<file path="src/rtl/core/rmpf_pkg.sv">
package rmpf_pkg;

	typedef struct packed {
		logic signed [15:0] x;
		logic signed [15:0] y;
		logic signed [15:0] z;
	} point_t;

	typedef struct packed {
		logic del;
		logic ins;
	} cell_ctl_t;

	typedef enum logic [1:0] {
		ST_IDLE,
		ST_DEL,
		ST_INS,
		ST_SEL
	} state_t;

endpackage

</file>
<file path="src/rtl/core/rmpf_cell.sv">
module rmpf_cell #(
	parameter int IDX_W = 5
) (
	input  logic                clk,
	input  logic                arst_n,
	input  rmpf_pkg::cell_ctl_t ctl,
	input  rmpf_pkg::point_t    new_pt,
	input  logic [IDX_W-1:0]    new_slot,
	input  logic signed [15:0]  del_y,
	input  logic [IDX_W-1:0]    del_slot,
	input  logic                lo_vld,
	input  logic                lo_gt,
	input  rmpf_pkg::point_t    lo_pt,
	input  logic [IDX_W-1:0]    lo_slot,
	input  logic                hi_vld,
	input  rmpf_pkg::point_t    hi_pt,
	input  logic [IDX_W-1:0]    hi_slot,
	output logic                vld,
	output rmpf_pkg::point_t    pt,
	output logic [IDX_W-1:0]    slot,
	output logic                gt
);

	logic             vld_q;
	rmpf_pkg::point_t pt_q;
	logic [IDX_W-1:0] slot_q;
	logic             ge_del;

	// key is (y, slot); an empty cell counts as above every key
	assign gt = !vld_q || ($signed(pt_q.y) > $signed(new_pt.y)) ||
		(($signed(pt_q.y) == $signed(new_pt.y)) && (slot_q > new_slot));

	assign ge_del = vld_q && (($signed(pt_q.y) > del_y) ||
		(($signed(pt_q.y) == del_y) && (slot_q >= del_slot)));

	// an insert into an empty cell whose lower neighbour is also empty leaves it empty
	always_ff @(posedge clk or negedge arst_n) begin
		if (!arst_n) begin
			vld_q <= 1'b0;
		end else if (ctl.del && ge_del) begin
			vld_q <= hi_vld;
		end else if (ctl.ins && gt) begin
			vld_q <= lo_gt ? lo_vld : 1'b1;
		end
	end

	always_ff @(posedge clk) begin
		if (ctl.del && ge_del) begin
			pt_q   <= hi_pt;
			slot_q <= hi_slot;
		end else if (ctl.ins && gt) begin
			if (lo_gt) begin
				pt_q   <= lo_pt;
				slot_q <= lo_slot;
			end else begin
				pt_q   <= new_pt;
				slot_q <= new_slot;
			end
		end
	end

	assign vld  = vld_q;
	assign pt   = pt_q;
	assign slot = slot_q;

endmodule

</file>
<file path="config.mk">
export PLATFORM = sky130hd
export DESIGN_NAME = rmpf_cell
export DESIGN_NICKNAME = d
export VERILOG_FILES = /design/src/rtl/core/rmpf_pkg.sv /design/src/rtl/core/rmpf_cell.sv
export SDC_FILE = /design/constraint.sdc
export NUM_CORES = 1
export LEC_CHECK = 0
export BUFFER_PORTS_ARGS = -buffer_cell sky130_fd_sc_hd__clkbuf_2
export CAP_MARGIN = 10
export CORE_MARGIN = 4
export CORE_UTILIZATION = 44
export DETAILED_ROUTE_END_ITERATION = 8
export GPL_TIMING_DRIVEN = 0
export PLACE_DENSITY = 0.91
export SLEW_MARGIN = 20
export SYNTH_ARGS = -nofsm -noshare
export SYNTH_HDL_FRONTEND = slang
export SYNTH_SLANG_ARGS = --single-unit
</file>
<file path="constraint.sdc">
create_clock -name clk -period 3.7 [get_ports clk]
set_input_delay 1.11 -clock clk [delete_from_list [all_inputs] [get_ports clk]]
set_output_delay 1.11 -clock clk [all_outputs]
set_load 0.05 [all_outputs]
</file>
==> metrics.cfg <==
[run_status]
run_status=finished, violations left
violations=negative setup slack

[global_routing]
gr-total-overflow=0
grt_max_degree=28
grt_usage_pct=22.3
grt_pass1_wl_um=18300
grt_pass1_vias=3987
antenna_found_initial=1

[sta]
finalCritPeriodShare_pct=104
fin_hold_ws_ns=0.559
worst_pin_slew_ns=0.756
hold_viol=0
fin_crit_ns=3.86
setup_ws_ns=-0.158
slew_headroom_pct=48.3
fmax_mhz=259
rsz0062_at_grt=yes
drv_slew=0
skew_ns=0.00908
finalSetupViolCount=1

[placed_design]
place_area_um2=5320
hpwl_um=10100
gp_congestion=0.906
port_buffers=240

[die]
row_count=34
dieArea_um2=10600
dieHeight_um=103
die_x_um=103
start_util_pct=45.4
core-area_um2=8720
ios=242

[critical_path]
cp_max_fo=3
worstPathCellList=buf_6 -> inv_2 -> ha_4 -> nand4_1 -> buf_4 -> nor4_4 -> buf_4 -> a311o_1 -> o2111ai_4 -> buf_8
required_ns=2.59
critPathSlowestCell=nor4_4
cp-end-kind=output pin
critical_path_class=input pin to output pin
critical-path-max-stage-delay_ns=0.29
start_kind=input pin
crit_arrival_ns=2.75
cp_common_cell=buf_4

[synthesis]
synth_ff_type=edfxtp_1
postSynthAreaPerCell_um2=11.3
synth_area_leader_cell=edfxtp_1
mappedNetlistArea_um2=3960
ys.warnings.count=0
yosysSeqAreaShare_pct=40.8
synth_top_area_share_pct=40.2
ys_ff_latch=54
synthArstFlopShare_pct=1.85
synth_cells=350
synth_commonest_cells=edfxtp_1, mux2_1, inv_1, ha_1, mux2_2
yosysUniqueCellTypes=33
syn_nets=579
synthTopCellsByArea=edfxtp_1, mux2_1, ha_1
synth_edf_count=53

[routing]
first_pass_iters=4
drc=0
routedWlPerCell_um=17.3
ant_nets=0
viasPerCell=5.21
drt-initial-drc-count=64
finalWirelength_um=12400
via_count=3727

[cts]
clock-sinks=54
clock-root-buffer=clkbuf_8
clockBufferDepth=2
hold_buffers=0
cts_max_level=2
numCtsBuffers=5
clk_pin_slew_ns=0.11
insertion_delay_ns=0.31
cts_tree=done

[cells_and_area]
antenna-diode-count=0
fin_nets=835
fin_area_um2=5660
syn_to_final_growth_pct=42.8
fin_util_pct=64.9
layout-drive-gt1-share_pct=52.6

[power]
netSwitchingFraction_pct=53.1
pwr-share-comb_pct=63.1
total_power_mw=4.61
vdd_drop_max_uv=502
p_clk_share_pct=7.6
p_int_mw=2.16
p_sw_mw=2.44
p_leak_nw=2.77
seqPwrFrac_pct=29.3
powerDensity_nw_per_um2=814

[job]
maxCapViolCount=0

[min_path]
min_path_type=input pin to asynchronous set/reset pin

-- stage by stage --
| step | setup WS [ns] | setup TNS [ns] | instances |
|---|---|---|---|
| detailed placement | -0.576 | -21.14 | 698 |
| floorplan | 0.00519 | 0 | 350 |
| finish | -0.158 | -0.158 | 715 |
| global placement | -0.574 | -15.53 | 698 |
| CTS | -0.219 | -0.219 | 712 |
| global route | -0.248 | -0.248 | 715 |
-- flip-flops by register name, summed over array words and instances (netlist names) --
signal,cells
vld,1
pt,48
slot,5
-- worst paths after layout --
check,from,to,slack (ns),cells past startpoint
max,new_pt[31],gt,-0.16,10
min,arst_n,vld,0.56,1
max reg2reg,pt[29],pt[21],0.56,7
min reg2reg,vld,vld,0.80,2
max in group asynchronous,arst_n,vld,3.05,1
min in group clk,vld,vld,0.80,2
-- cell usage in the layout, fill, tap and decap left out, types with 2 or more instances in the layout --
cell | Yosys | layout
clkbuf_8 | 0 | 5
a21bo_4 | 0 | 2
a21o_1 | 2 | 2
inv_2 | 0 | 6
o21ai_0 | 25 | 24
inv_4 | 0 | 2
nor3_1 | 2 | 2
ha_4 | 0 | 9
clkbuf_1 | 7 | 7
buf_8 | 0 | 2
nor2b_1 | 3 | 3
inv_6 | 0 | 2
edfxtp_1 | 53 | 53
o211ai_1 | 3 | 3
inv_1 | 43 | 35
buf_4 | 5 | 13
clkbuf_2 | 0 | 236
a211oi_1 | 2 | 2
nand2b_1 | 2 | 2
nand2_1 | 31 | 31
a2111oi_0 | 2 | 2
nand4_1 | 8 | 8
nor2_1 | 4 | 4
buf_6 | 0 | 2
mux2_2 | 34 | 34
ha_1 | 42 | 33
mux2_1 | 53 | 53
a21oi_1 | 14 | 14
-- final cells by class --
| cell class | instances | area [µm²] |
|---|---|---|
| Buffer | 13 | 67.6 |
| Clock buffer | 5 | 68.8 |
| Clock inverter | 3 | 22.5 |
| Fill cell | 673 | 3060 |
| Inverter | 43 | 166 |
| Multi-Input combinational cell | 241 | 2290 |
| Sequential cell | 54 | 1620 |
| Tap cell | 108 | 135 |
| Timing Repair Buffer | 248 | 1290 |
-- critical path: cells and delay by family --
family          cells  cell delay, ns
simple gates        2            0.45
compound gates      2            0.28
fa+ha+maj           1            0.25
buf+inv             5            0.65
-- power groups by stage --
stage | sequential, mW | combinational, mW | clock (mW)
3_3_place_gp | 1.32 | 2.68 | 0
5_1_grt | 1.38 | 3.11 | 0.379
3_5_place_dp | 1.35 | 2.75 | 0
6_report | 1.35 | 2.91 | 0.350
4_1_cts | 1.34 | 2.86 | 0.361
2_1_floorplan | 2.39 | 0.972 | 0
-- routing by layer --
metal | global-route usage (%) | wire, µm
met1 | 22.6 | 4250
met2 | 44.5 | 6810
met3 | 5.62 | 1010
met4 | 6.57 | 274
met5 | 0 | 13
-- logic make-up (layout without fill, tap and decap cells) --
group	count (synthesis)	in the layout	share of synthesized area (%)
and+or+nand+nor	55	55	6.76
DFF	54	54	40.8
adders and majority gates	42	42	13.3
muxes	87	87	24.7
buffers and inverters	56	312	5.78
AOI/OAI and AO/OA	56	57	8.63
-- timing repair --
item                       in CTS  in global routing
setup endpoints to repair      11                 27
gates cloned                    1                  0
pin swaps                      11                 11
buffers inserted                5                  3
gates resized for setup        15                 16
Note: power is estimated with default switching activity, not from simulation.
