**src/rtl/core/rmpf_ram.sv**
```systemverilog
module rmpf_ram #(
	parameter int WIDTH = 16,
	parameter int DEPTH = 30
) (
	input  logic                                    clk,
	input  logic                                    we,
	input  logic [(DEPTH > 1 ? $clog2(DEPTH) : 1)-1:0] waddr,
	input  logic [WIDTH-1:0]                        wdata,
	input  logic [(DEPTH > 1 ? $clog2(DEPTH) : 1)-1:0] raddr,
	output logic [WIDTH-1:0]                        rdata
);

	logic [WIDTH-1:0] mem_q [DEPTH];

	// read-first: a read and a write to one address return the old word
	always_ff @(posedge clk) begin
		if (we) begin
			mem_q[waddr] <= wdata;
		end
		rdata <= mem_q[raddr];
	end

endmodule

```
**config.mk**
```make
export PLATFORM = sky130hd
export DESIGN_NAME = rmpf_ram
export DESIGN_NICKNAME = d
export VERILOG_FILES = /design/src/rtl/core/rmpf_ram.sv
export SDC_FILE = /design/constraint.sdc
export NUM_CORES = 1
export LEC_CHECK = 0
export BUFFER_PORTS_ARGS = -buffer_cell sky130_fd_sc_hd__buf_2
export CAP_MARGIN = 10
export CELL_PAD_IN_SITES_DETAIL_PLACEMENT = 0
export CELL_PAD_IN_SITES_GLOBAL_PLACEMENT = 1
export CORE_MARGIN = 8
export CORE_UTILIZATION = 49
export CTS_CLUSTER_SIZE = 28
export DETAILED_ROUTE_END_ITERATION = 16
export GPL_TIMING_DRIVEN = 0
export PLACE_DENSITY = 0.71
export SLEW_MARGIN = 20
export SYNTH_ARGS = -nofsm -noshare
export SYNTH_HDL_FRONTEND = slang
export SYNTH_SLANG_ARGS = --single-unit
```
**constraint.sdc**
```tcl
create_clock -name clk -period 1.8 [get_ports clk]
set_input_delay 0.18 -clock clk [delete_from_list [all_inputs] [get_ports clk]]
set_output_delay 0.18 -clock clk [all_outputs]
set_load 0.03 [all_outputs]
```
==> metrics.md, run 1 <==
| Metric | Value |
|---|---|
| Area leader, netlist | `edfxtp_1` |
| RSZ-0062 raised after global routing | `no` |
| Die ar. | `around 46000 um^2` |
| CTS Buf Count | `51` |
| All-Layer GR Usage | `roughly 20%` |
| Largest family of logic cells by synthesized area | `multiplexers` |
| Gp weighted congestion | `just under 0.8` |
| Routed wire length | `about 45000 um` |
| Vias per inst | `roughly 5.8` |
| Worst slew pin tran | `1.02 ns` |
| Core Util, Final | `about 57%` |
| Worst skew pair latency | `0.58 ns` |
| Worst-path fanout max | `10` |
| Rel. slew slack | `31.6%` |
| Clock sinks | `~500` |
| Synth cell types | `44` |
| Crit Path Category | `input pin to flip-flop` |
| CP cell instances | `buf_2, buf_2, buf_2, nor3_1, a2111oi_2, a221o_1` |
| Via count | `approximately 9400` |
| Worst path bufs/invs | `3` |
| Post-Synth Adder-Cell Area | `0%` |
| WL/cell | `about 28 um` |
| Initial antenna violation count | `0` |
| Clk_skew | `between 0.008 and 0.009 ns` |
| Main synth FF type | `edfxtp_1` |
| Synthesized area per cell | `20.3 um^2` |
| Final ANT Viol Nets | `0` |
| Combinational group share of total power | `under 10%` |
| Maxcap violations | `0` |
| Area post-placement | `20400 um^2` |
| Hold Violations, Final | `0` |
| Iteration-0 DRC Markers | `around 850` |
| Clk pwr share | `a little over two fifths` |
| Pleak | `between 0.007 and 0.008 uW` |
| Post-synthesis mux area share | `between 10% and 20%` |
| Core outline area | `between 30000 and 40000 um^2` |
| DRC Markers | `0` |
| Die Y | `roughly 210 um` |
| Area delta synth->final | `15.2%` |
| Flop2flop setup slack | `around 0.12 ns` |
| Final worst setup slack | `between 0.08 and 0.09 ns` |
| Vias in the first global route | `between 9000 and 10000` |
| Slowest cell delay on critical path | `roughly 0.63 ns` |
| Hold path endpoint | `mem_q[2][14]` |
| Starting Density | `49.6%` |
| Total power | `around 24000 uW` |
| VDD IR max | `0.000903 V` |
| Pin count of the biggest net entering global routing | `31` |
| Sequential power share | `52.6%` |
| Post-synthesis compound-gate area fraction | `under 10%` |
| Buffers on Ports | `41` |
| DP HPWL | `just under 30000 um` |
| FILL cells | `3008` |
| Clock root buffer | `clkbuf_16` |
| Chip Width | `214 um` |
| Status | `finished clean` |
| Switching share of total power | `a little over a fifth` |
| Clock slew at reported path FFs | `roughly 0.060 ns` |
| Pwr dens | `between 1000 and 1500 nW/um^2` |
| R2R Path Start | `mem_q[25][12]` |
| Design area | `approximately 22000 um^2` |
| Synth top area share | `75.3%` |
| Crit-path leading delay family | `buffers and inverters` |
| Reg2reg end | `rdata[12]` |
| YS warnings | `0` |
| Layout cell share with drive strength beyond 1 | `28.0%` |
| FF/Latch Area | `between 10000 and 15000 um^2` |
| # IOs | `44` |
| Min cycle time layout | `1.71 ns` |
| First-pass GRT wire length | `between 60000 and 70000 um` |
| TritonCTS clock tree | `built` |
| Place WS | `-0.825 ns` |
| Multi-input logic area | `roughly 4200 um^2` |
| P_sw | `around 5200 uW` |
| Commonest non-fill, non-tap cell in the layout | `edfxtp_1` |
| Critical path data arrival time | `~2.2 ns` |
| Hold path start | `wdata[14]` |
| Post-synth EDFFs | `480` |
| Simple-Gate Fraction of Synth Area | `about 3.6%` |
| Max-slew violation count | `0` |
| Setup TNS | `0 ns` |
| Hold Crit Depth | `1` |
| Antenna Cells | `0` |
| Net Count, Synth | `between 900 and 1000` |
| Worst Setup End Kind | `flip-flop` |
| Final setup fails | `0` |
| Max Root-Sink Buffers | `3` |
| Critical Path Source Type | `input pin` |
| Crit-path slowest cell | `a2111oi_2` |
| Synth Cell Area | `19100 um^2` |
| CP most frequent cell | `buf_2` |
| Reg2Reg Depth | `4` |
| Fin crit share | `95.1%` |
| Worst min-delay path class | `input pin to flip-flop` |
| Flop and latch count out of synthesis | `a little under 500` |
| Most frequent cells in the layout | `edfxtp_1, mux2i_1, mux4_2` |
| FP Rows | `72` |
| Top cells by area, synth | `edfxtp_1, mux4_2, mux2i_1` |
| Worst EP required | `2.31 ns` |
| Mapped Cells | `941` |
| DR pass1 iterations | `4` |
| Post-synthesis xor/xnor area fraction | `0%` |
| Synth async-reset ratio | `0%` |
| Nets@finish | `between 1000 and 1500` |
| Sequential fraction of the synthesis area | `77.0%` |
| Int Pwr | `around 19000 uW` |
| CTS HTree Levels | `2` |
| Highest Clock Rate | `a little under 0.6 GHz` |
| Total global routing overflow | `0` |
## metrics by stage
step | std cells | hold slack [ns]
2_1_floorplan | 941 | 0.279
3_3_place_gp | 1500 | 0.619
3_5_place_dp | 1519 | 0.618
4_1_cts | 1614 | 0.0938
5_1_grt | 1614 | 0.123
6_report | 1614 | 0.115
## final cells by class
type,count,share of cell area (%)
Buffer,49,1.77
Tap cell,518,2.94
Timing Repair Buffer,60,2.00
Clock inverter,24,0.772
Sequential cell,496,66.8
Clock buffer,71,6.69
Multi-Input combinational cell,396,19.0
## flip-flops by register name, summed over array words and instances (netlist names)
| name | count |
|---|---|
| mem_q | 480 |
| rdata | 16 |
## timing repair
action,4_1_cts,5_1_grt
hold buffers,0,0
buffers inserted,0,0
gates resized for setup,5,6
endpoints found under the hold margin,0,0
gates cloned,0,0
setup endpoints to repair,9,9
## how the worst max path moves through the flow
stage	start	endpoint	slack, ns	cells past startpoint
2_1_floorplan	waddr[0]	mem_q[12][0]	-0.12	3
3_3_place_gp	waddr[0]	mem_q[16][9]	-1.28	4
3_5_place_dp	raddr[3]	rdata[11]	-0.83	7
4_1_cts	raddr[3]	rdata[0]	-0.01	6
5_1_grt	raddr[3]	rdata[0]	0.04	7
6_report	raddr[2]	rdata[13]	0.09	6
## synth_stat cells, drive strengths merged, types with 6 or more instances
library cell  count
mux2i            66
nand3b            7
nand3            14
o311ai            6
mux2             29
mux4             73
a21oi            11
dfxtp            16
nand2            32
o22ai            23
nor2             48
a2111oi           6
a22oi            18
a211oi           12
buf              46
nor4              6
edfxtp          480
nor2b            11
## power groups by stage
stage | Sequential (uW) | Combinational, uW | Clock [uW]
4_1_cts | 12900 | 1380 | 10400
3_5_place_dp | 13100 | 1370 | 0
3_3_place_gp | 13100 | 1320 | 0
5_1_grt | 12900 | 1450 | 10900
6_report | 12900 | 1360 | 10200
2_1_floorplan | 13200 | 681 | 0
## kinds of logic (layout without fill, tap and decap cells)
kind of cell | after synthesis | in the layout
AOI/OAI and AO/OA | 87 | 87
and+or+nand+nor | 141 | 141
buffers and inverters | 49 | 204
DFF | 496 | 496
muxes | 168 | 168
## metal layers
layer  vias up  wire length, um  global-route usage, %
met1      4880            18000                   25.9
li1       4111                -                      -
met2       320            22500                   34.1
met3        84             2700                   3.14
met4         0             1410                   6.88
met5         -                0                      0
(Power assumes the default switching activity.)
==> run 2, diff against run 1 <==
--- a/config.mk
+++ b/config.mk
@@ -5,6 +5,7 @@
 export SDC_FILE = /design/constraint.sdc
 export NUM_CORES = 1
 export LEC_CHECK = 0
+export ABC_AREA = 0
 export BUFFER_PORTS_ARGS = -buffer_cell sky130_fd_sc_hd__buf_2
 export CAP_MARGIN = 10
 export CELL_PAD_IN_SITES_DETAIL_PLACEMENT = 0
@@ -15,6 +16,7 @@
 export DETAILED_ROUTE_END_ITERATION = 16
 export GPL_TIMING_DRIVEN = 0
 export PLACE_DENSITY = 0.71
+export RECOVER_POWER = 100
 export SLEW_MARGIN = 20
 export SYNTH_ARGS = -nofsm -noshare
 export SYNTH_HDL_FRONTEND = slang
==> metrics.md, run 2 (synthesis gave the netlist of run 1 again) <==
| Metric | Value |
|---|---|
| Max Root-Sink Buffers | `3` |
| TritonCTS clock tree | `built` |
| Layout cell share with drive strength beyond 1 | `23.4%` |
| Critical Path Source Type | `input pin` |
| FILL cells | `between 3000 and 4000` |
| CTS Buf Count | `51` |
| Pin count of the biggest net entering global routing | `31` |
| Largest Register | `mem_q` |
| Worst Setup End Kind | `flip-flop` |
| WL/cell | `between 20 and 30 um` |
| # IOs | `44` |
| Clock slew at reported path FFs | `about 0.060 ns` |
| Clk pwr share | `approximately two fifths` |
| Hold Violations, Final | `0` |
| Commonest non-fill, non-tap cell in the layout | `edfxtp_1` |
| Hold_ws | `roughly 0.22 ns` |
| Final setup fails | `0` |
| Final worst setup slack | `~0.084 ns` |
| Place WS | `-0.825 ns` |
| Int Pwr | `a little under 20000 uW` |
| DRC Markers | `0` |
| Critical path data arrival time | `2.12 ns` |
| Initial antenna violation count | `0` |
| DR pass1 iterations | `5` |
| Clock root buffer | `clkbuf_16` |
| Multi-input logic area | `~4100 um^2` |
| Worst-path fanout max | `10` |
| Fin crit share | `a little over nine tenths` |
| Total power | `~24000 uW` |
| Status | `finished clean` |
| Rel. slew slack | `8.12%` |
| All-Layer GR Usage | `approximately a fifth` |
| Final ANT Viol Nets | `0` |
| First-pass GRT wire length | `around 65000 um` |
| Chip Width | `~210 um` |
| Die ar. | `45600 um^2` |
| Clock sinks | `about 500` |
| Iteration-0 DRC Markers | `849` |
| Combinational group share of total power | `5.4%` |
| Gp weighted congestion | `0.787` |
| Most frequent cells in the layout | `edfxtp_1, mux2i_1, mux4_2` |
| Max-slew violation count | `0` |
| Max reg flops | `480` |
| Buffers on Ports | `between 40 and 50` |
| Sequential power share | `between 50% and 60%` |
| FF/Latch Area | `14700 um^2` |
| Maxcap violations | `0` |
| Area delta synth->final | `14.4%` |
| Antenna Cells | `0` |
| Worst min-delay path class | `input pin to flip-flop` |
| Switching share of total power | `21.2%` |
| Total global routing overflow | `0` |
| DP HPWL | `29300 um` |
| Worst slew pin tran | `about 1.4 ns` |
| Biggest regs | `mem_q: 480 flops, rdata: 16 flops` |
| Via count | `9415` |
| RSZ-0062 raised after global routing | `no` |
| Nets@finish | `between 1000 and 1500` |
| P_sw | `slightly above 5000 uW` |
| Routed wire length | `approximately 45000 um` |
| Core outline area | `just under 40000 um^2` |
| Pleak | `approximately 0.0071 uW` |
| Clk_skew | `0.00953 ns` |
| Min cycle time layout | `about 1.7 ns` |
| Setup bufs post-CTS | `0` |
| FP Rows | `72` |
| Pwr dens | `roughly 1100 nW/um^2` |
| Vias per inst | `approximately 6` |
| Vias in the first global route | `between 9000 and 10000` |
| CTS HTree Levels | `2` |
| Die Y | `214 um` |
| Worst EP required | `around 2.2 ns` |
| Worst skew pair latency | `0.58 ns` |
| Post-CTS Resized | `5` |
| Hold_buf cts | `0` |
| Starting Density | `between 40 and 50%` |
| Crit Path Category | `input pin to flip-flop` |
| VDD IR max | `~0.00090 V` |
| Highest Clock Rate | `around 0.6 GHz` |
==> run 2: cell count changes in the layout (fill, tap and decap cells not counted), sizes merged <==
| cell | change |
|---|---|
| clkbuf | +45 |
| buf | -45 |
==> run 2: critical path, stage by stage <==
cell     delay, ns
buf_2         0.20
buf_2         0.33
buf_4         0.31
buf_4         0.27
nand2_1       0.08
and4_1        0.19
nor4_1        0.53
==> run 2: cell type report <==
type                    instances  share of cell area, %
repair buffers                 60                   1.52
multi-input cells             396                   18.9
well taps                     518                   2.96
clock inverters                24                  0.777
plain buffers                  49                   1.78
clock buffers                  71                   6.73
flip-flops and latches        496                   67.3
==> run 2: power by group through the flow <==
stage	logic [uW]	clock network (uW)	registers, uW
floorplan	681	0	13200
global placement	1320	0	13100
global route	1420	10900	12900
detailed placement	1370	0	13100
finish	1330	10200	12900
CTS	1380	10400	12900
==> run 2: worst paths after layout <==
path / from / end / slack [ns] / cells past startpoint
max: raddr[3] / rdata[0] / 0.08 / 7
min: waddr[4] / mem_q[28][14] / 0.22 / 3
max reg2reg: mem_q[26][11] / rdata[11] / 0.10 / 4
min reg2reg: mem_q[8][15] / rdata[15] / 0.70 / 4
==> run 2: through the flow <==
step           instances  area, um^2  util, %  setup TNS [ns]
6_report            1614       21900     56.8               0
3_5_place_dp        1519       20400     52.8          -98.03
3_3_place_gp        1500       20000     51.8         -415.61
4_1_cts             1614       22000     57.1         -0.0159
2_1_floorplan        941       19100        -          -14.92
5_1_grt             1614       21900     56.8               0
==> run 2: layer usage <==
metal	wire length, um	GRT usage [%]
met5	0	0
met4	1430	6.88
met3	2700	3.14
met2	22500	34.1
met1	18000	25.9
==> run 3, diff against run 2 <==
--- a/config.mk
+++ b/config.mk
@@ -11,11 +11,11 @@
 export CELL_PAD_IN_SITES_DETAIL_PLACEMENT = 0
 export CELL_PAD_IN_SITES_GLOBAL_PLACEMENT = 1
 export CORE_MARGIN = 8
-export CORE_UTILIZATION = 49
+export CORE_UTILIZATION = 51
 export CTS_CLUSTER_SIZE = 28
 export DETAILED_ROUTE_END_ITERATION = 16
 export GPL_TIMING_DRIVEN = 0
-export PLACE_DENSITY = 0.71
+export PLACE_DENSITY = 0.7
 export RECOVER_POWER = 100
 export SLEW_MARGIN = 20
 export SYNTH_ARGS = -nofsm -noshare
==> constraint.sdc (replaced) <==
create_clock -name clk -period 1.6 [get_ports clk]
set_input_delay 0.16 -clock clk [delete_from_list [all_inputs] [get_ports clk]]
set_output_delay 0.16 -clock clk [all_outputs]
set_load 0.03 [all_outputs]
==> metrics.md, run 3 (synthesis gave the netlist of run 1 again) <==
| Metric | Value |
|---|---|
| Status | `finished, violations left` |
| Failing checks | `setup timing` |
| Critical Path Source Type | `flip-flop` |
| All-Layer GR Usage | `about a fifth` |
| Flop2flop setup slack | `-0.07 ns` |
| Buffers on Ports | `a little over 40` |
| Die ar. | `roughly 44000 um^2` |
| Combinational group share of total power | `5.4%` |
| Crit Path Category | `flip-flop to flip-flop` |
| Clock slew at reported path FFs | `0.06 ns` |
| CTS Buf Count | `50` |
| Gp weighted congestion | `approximately 0.8` |
| Switching share of total power | `20.4%` |
| Highest Clock Rate | `0.599 GHz` |
| # IOs | `44` |
| Vias in the first global route | `approximately 9500` |
| Vias per inst | `between 6 and 7` |
| Int Pwr | `around 23000 uW` |
| Core outline area | `37300 um^2` |
| Routed wire length | `45500 um` |
| Clock root buffer | `clkbuf_16` |
| Pleak | `slightly above 0.007 uW` |
| Final ANT Viol Nets | `0` |
| Fin crit share | `104%` |
| Worst EP required | `roughly 2.0 ns` |
| Antenna Cells | `0` |
| Max reg flops | `480` |
| Worst-path fanout max | `1` |
| Iteration-0 DRC Markers | `roughly 1000` |
| Worst min-delay path class | `input pin to flip-flop` |
| Clock sinks | `496` |
| Clk_skew | `between 0.015 and 0.02 ns` |
| Rel. slew slack | `4.08%` |
| Maxcap violations | `0` |
| DP HPWL | `approximately 29000 um` |
| Worst slew pin tran | `around 1.4 ns` |
| Clk pwr share | `between 40 and 50%` |
| Most frequent cells in the layout | `edfxtp_1, mux2i_1, mux4_2` |
| Pin count of the biggest net entering global routing | `31` |
| Commonest non-fill, non-tap cell in the layout | `edfxtp_1` |
| Worst Setup End Kind | `flip-flop` |
| P_sw | `5850 uW` |
| Area delta synth->final | `15.4%` |
| Hold Violations, Final | `0` |
| Die Y | `between 200 and 250 um` |
| Critical path data arrival time | `between 2 and 2.5 ns` |
| DR pass1 iterations | `5` |
| Chip Width | `approximately 210 um` |
| WL/cell | `~29 um` |
| Nets@finish | `roughly 1100` |
| FP Rows | `between 70 and 80` |
| Biggest regs | `mem_q: 480 flops, rdata: 16 flops` |
| Max-slew violation count | `0` |
| Sequential power share | `around half` |
| Final setup fails | `36` |
| Via count | `~9400` |
| Total global routing overflow | `0` |
| Layout cell share with drive strength beyond 1 | `25.5%` |
| VDD IR max | `0.00108 V` |
| Max Root-Sink Buffers | `3` |
| Final worst setup slack | `-0.0686 ns` |
| Min cycle time layout | `about 1.7 ns` |
| TritonCTS clock tree | `built` |
| CTS HTree Levels | `2` |
| Setup TNS | `-0.737 ns` |
| First-pass GRT wire length | `roughly 65000 um` |
| Starting Density | `about half` |
| Worst skew pair latency | `~0.58 ns` |
| Place WS | `-1.06 ns` |
| Pwr dens | `between 1000 and 1500 nW/um^2` |
| DRC Markers | `0` |
| Largest Register | `mem_q` |
| RSZ-0062 raised after global routing | `yes` |
| Initial antenna violation count | `0` |
run 3: cell count changes in the layout (fill, tap and decap cells not counted), moves of 3 or more:
cell,before,now
clkinv_1,10,3
nor4_2,0,3
nor3_1,4,1
clkinv_2,8,13
clkbuf_8,8,4
clkbuf_4,1,8
bufinv_16,2,10
nor4_1,6,3
mux4_2,60,63
buf_6,20,15
mux4_1,13,10
run 3: final cells by class:
type	count	area, um^2
multi-input combinational	396	4270
buffer	49	392
sequential	496	14700
clock buffer	65	1410
clock inverter	28	392
timing repair buffer	60	300
tap	474	593
fill	2758	15200
run 3: worst max-delay path: stages, from the launching register on:
cell and delay, ns:
edfxtp_1 0.36, mux4_2 0.52, mux2i_4 0.20, a2111oi_4 0.12, a221o_1 0.33
run 3: path summary, 6_finish.rpt:
kind                                      to  cells after the start          start
worst max-delay path               rdata[13]                      4  mem_q[27][13]
worst min-delay path            mem_q[29][6]                      3       waddr[3]
worst max register to register     rdata[13]                      4  mem_q[27][13]
worst min register to register     rdata[15]                      4   mem_q[9][15]
run 3: routing by layer:
layer | share of wire [%] | GRT usage, % | routed length [um]
met5 | 0 | 0 | 0
met4 | 2.3 | 5.32 | 1040
met3 | 5.8 | 3.74 | 2630
met1 | 42 | 27.5 | 19100
met2 | 50 | 35.1 | 22700
run 3: through the flow:
step / hold WS, ns / power, uW / std cells / area (um^2) / utilization, %
after global placement: 0.598 / 16300 / 1456 / 20000 / 53.5
after floorplan: 0.259 / 15600 / 941 / 19200 / -
final: 0.129 / 28700 / 1568 / 22100 / 59.2
after global routing: 0.151 / 29400 / 1568 / 22100 / 59.2
after CTS: 0.0665 / 28900 / 1568 / 22200 / 59.6
after detailed placement: 0.597 / 16300 / 1470 / 20200 / 54.2
run 3: power groups by stage:
stage | Combinational, uW | Clock (uW) | Sequential, uW
floorplan | 771 | 0 | 14900
global placement | 1500 | 0 | 14800
detailed placement | 1540 | 0 | 14800
CTS | 1590 | 12800 | 14500
global route | 1650 | 13200 | 14500
finish | 1550 | 12600 | 14500
run 3: timing repair:
item	CTS	global route
buffers inserted	5	0
gates resized for setup	29	8
pin swaps	3	1
endpoints found under the setup margin	63	12
hold buffers	0	0
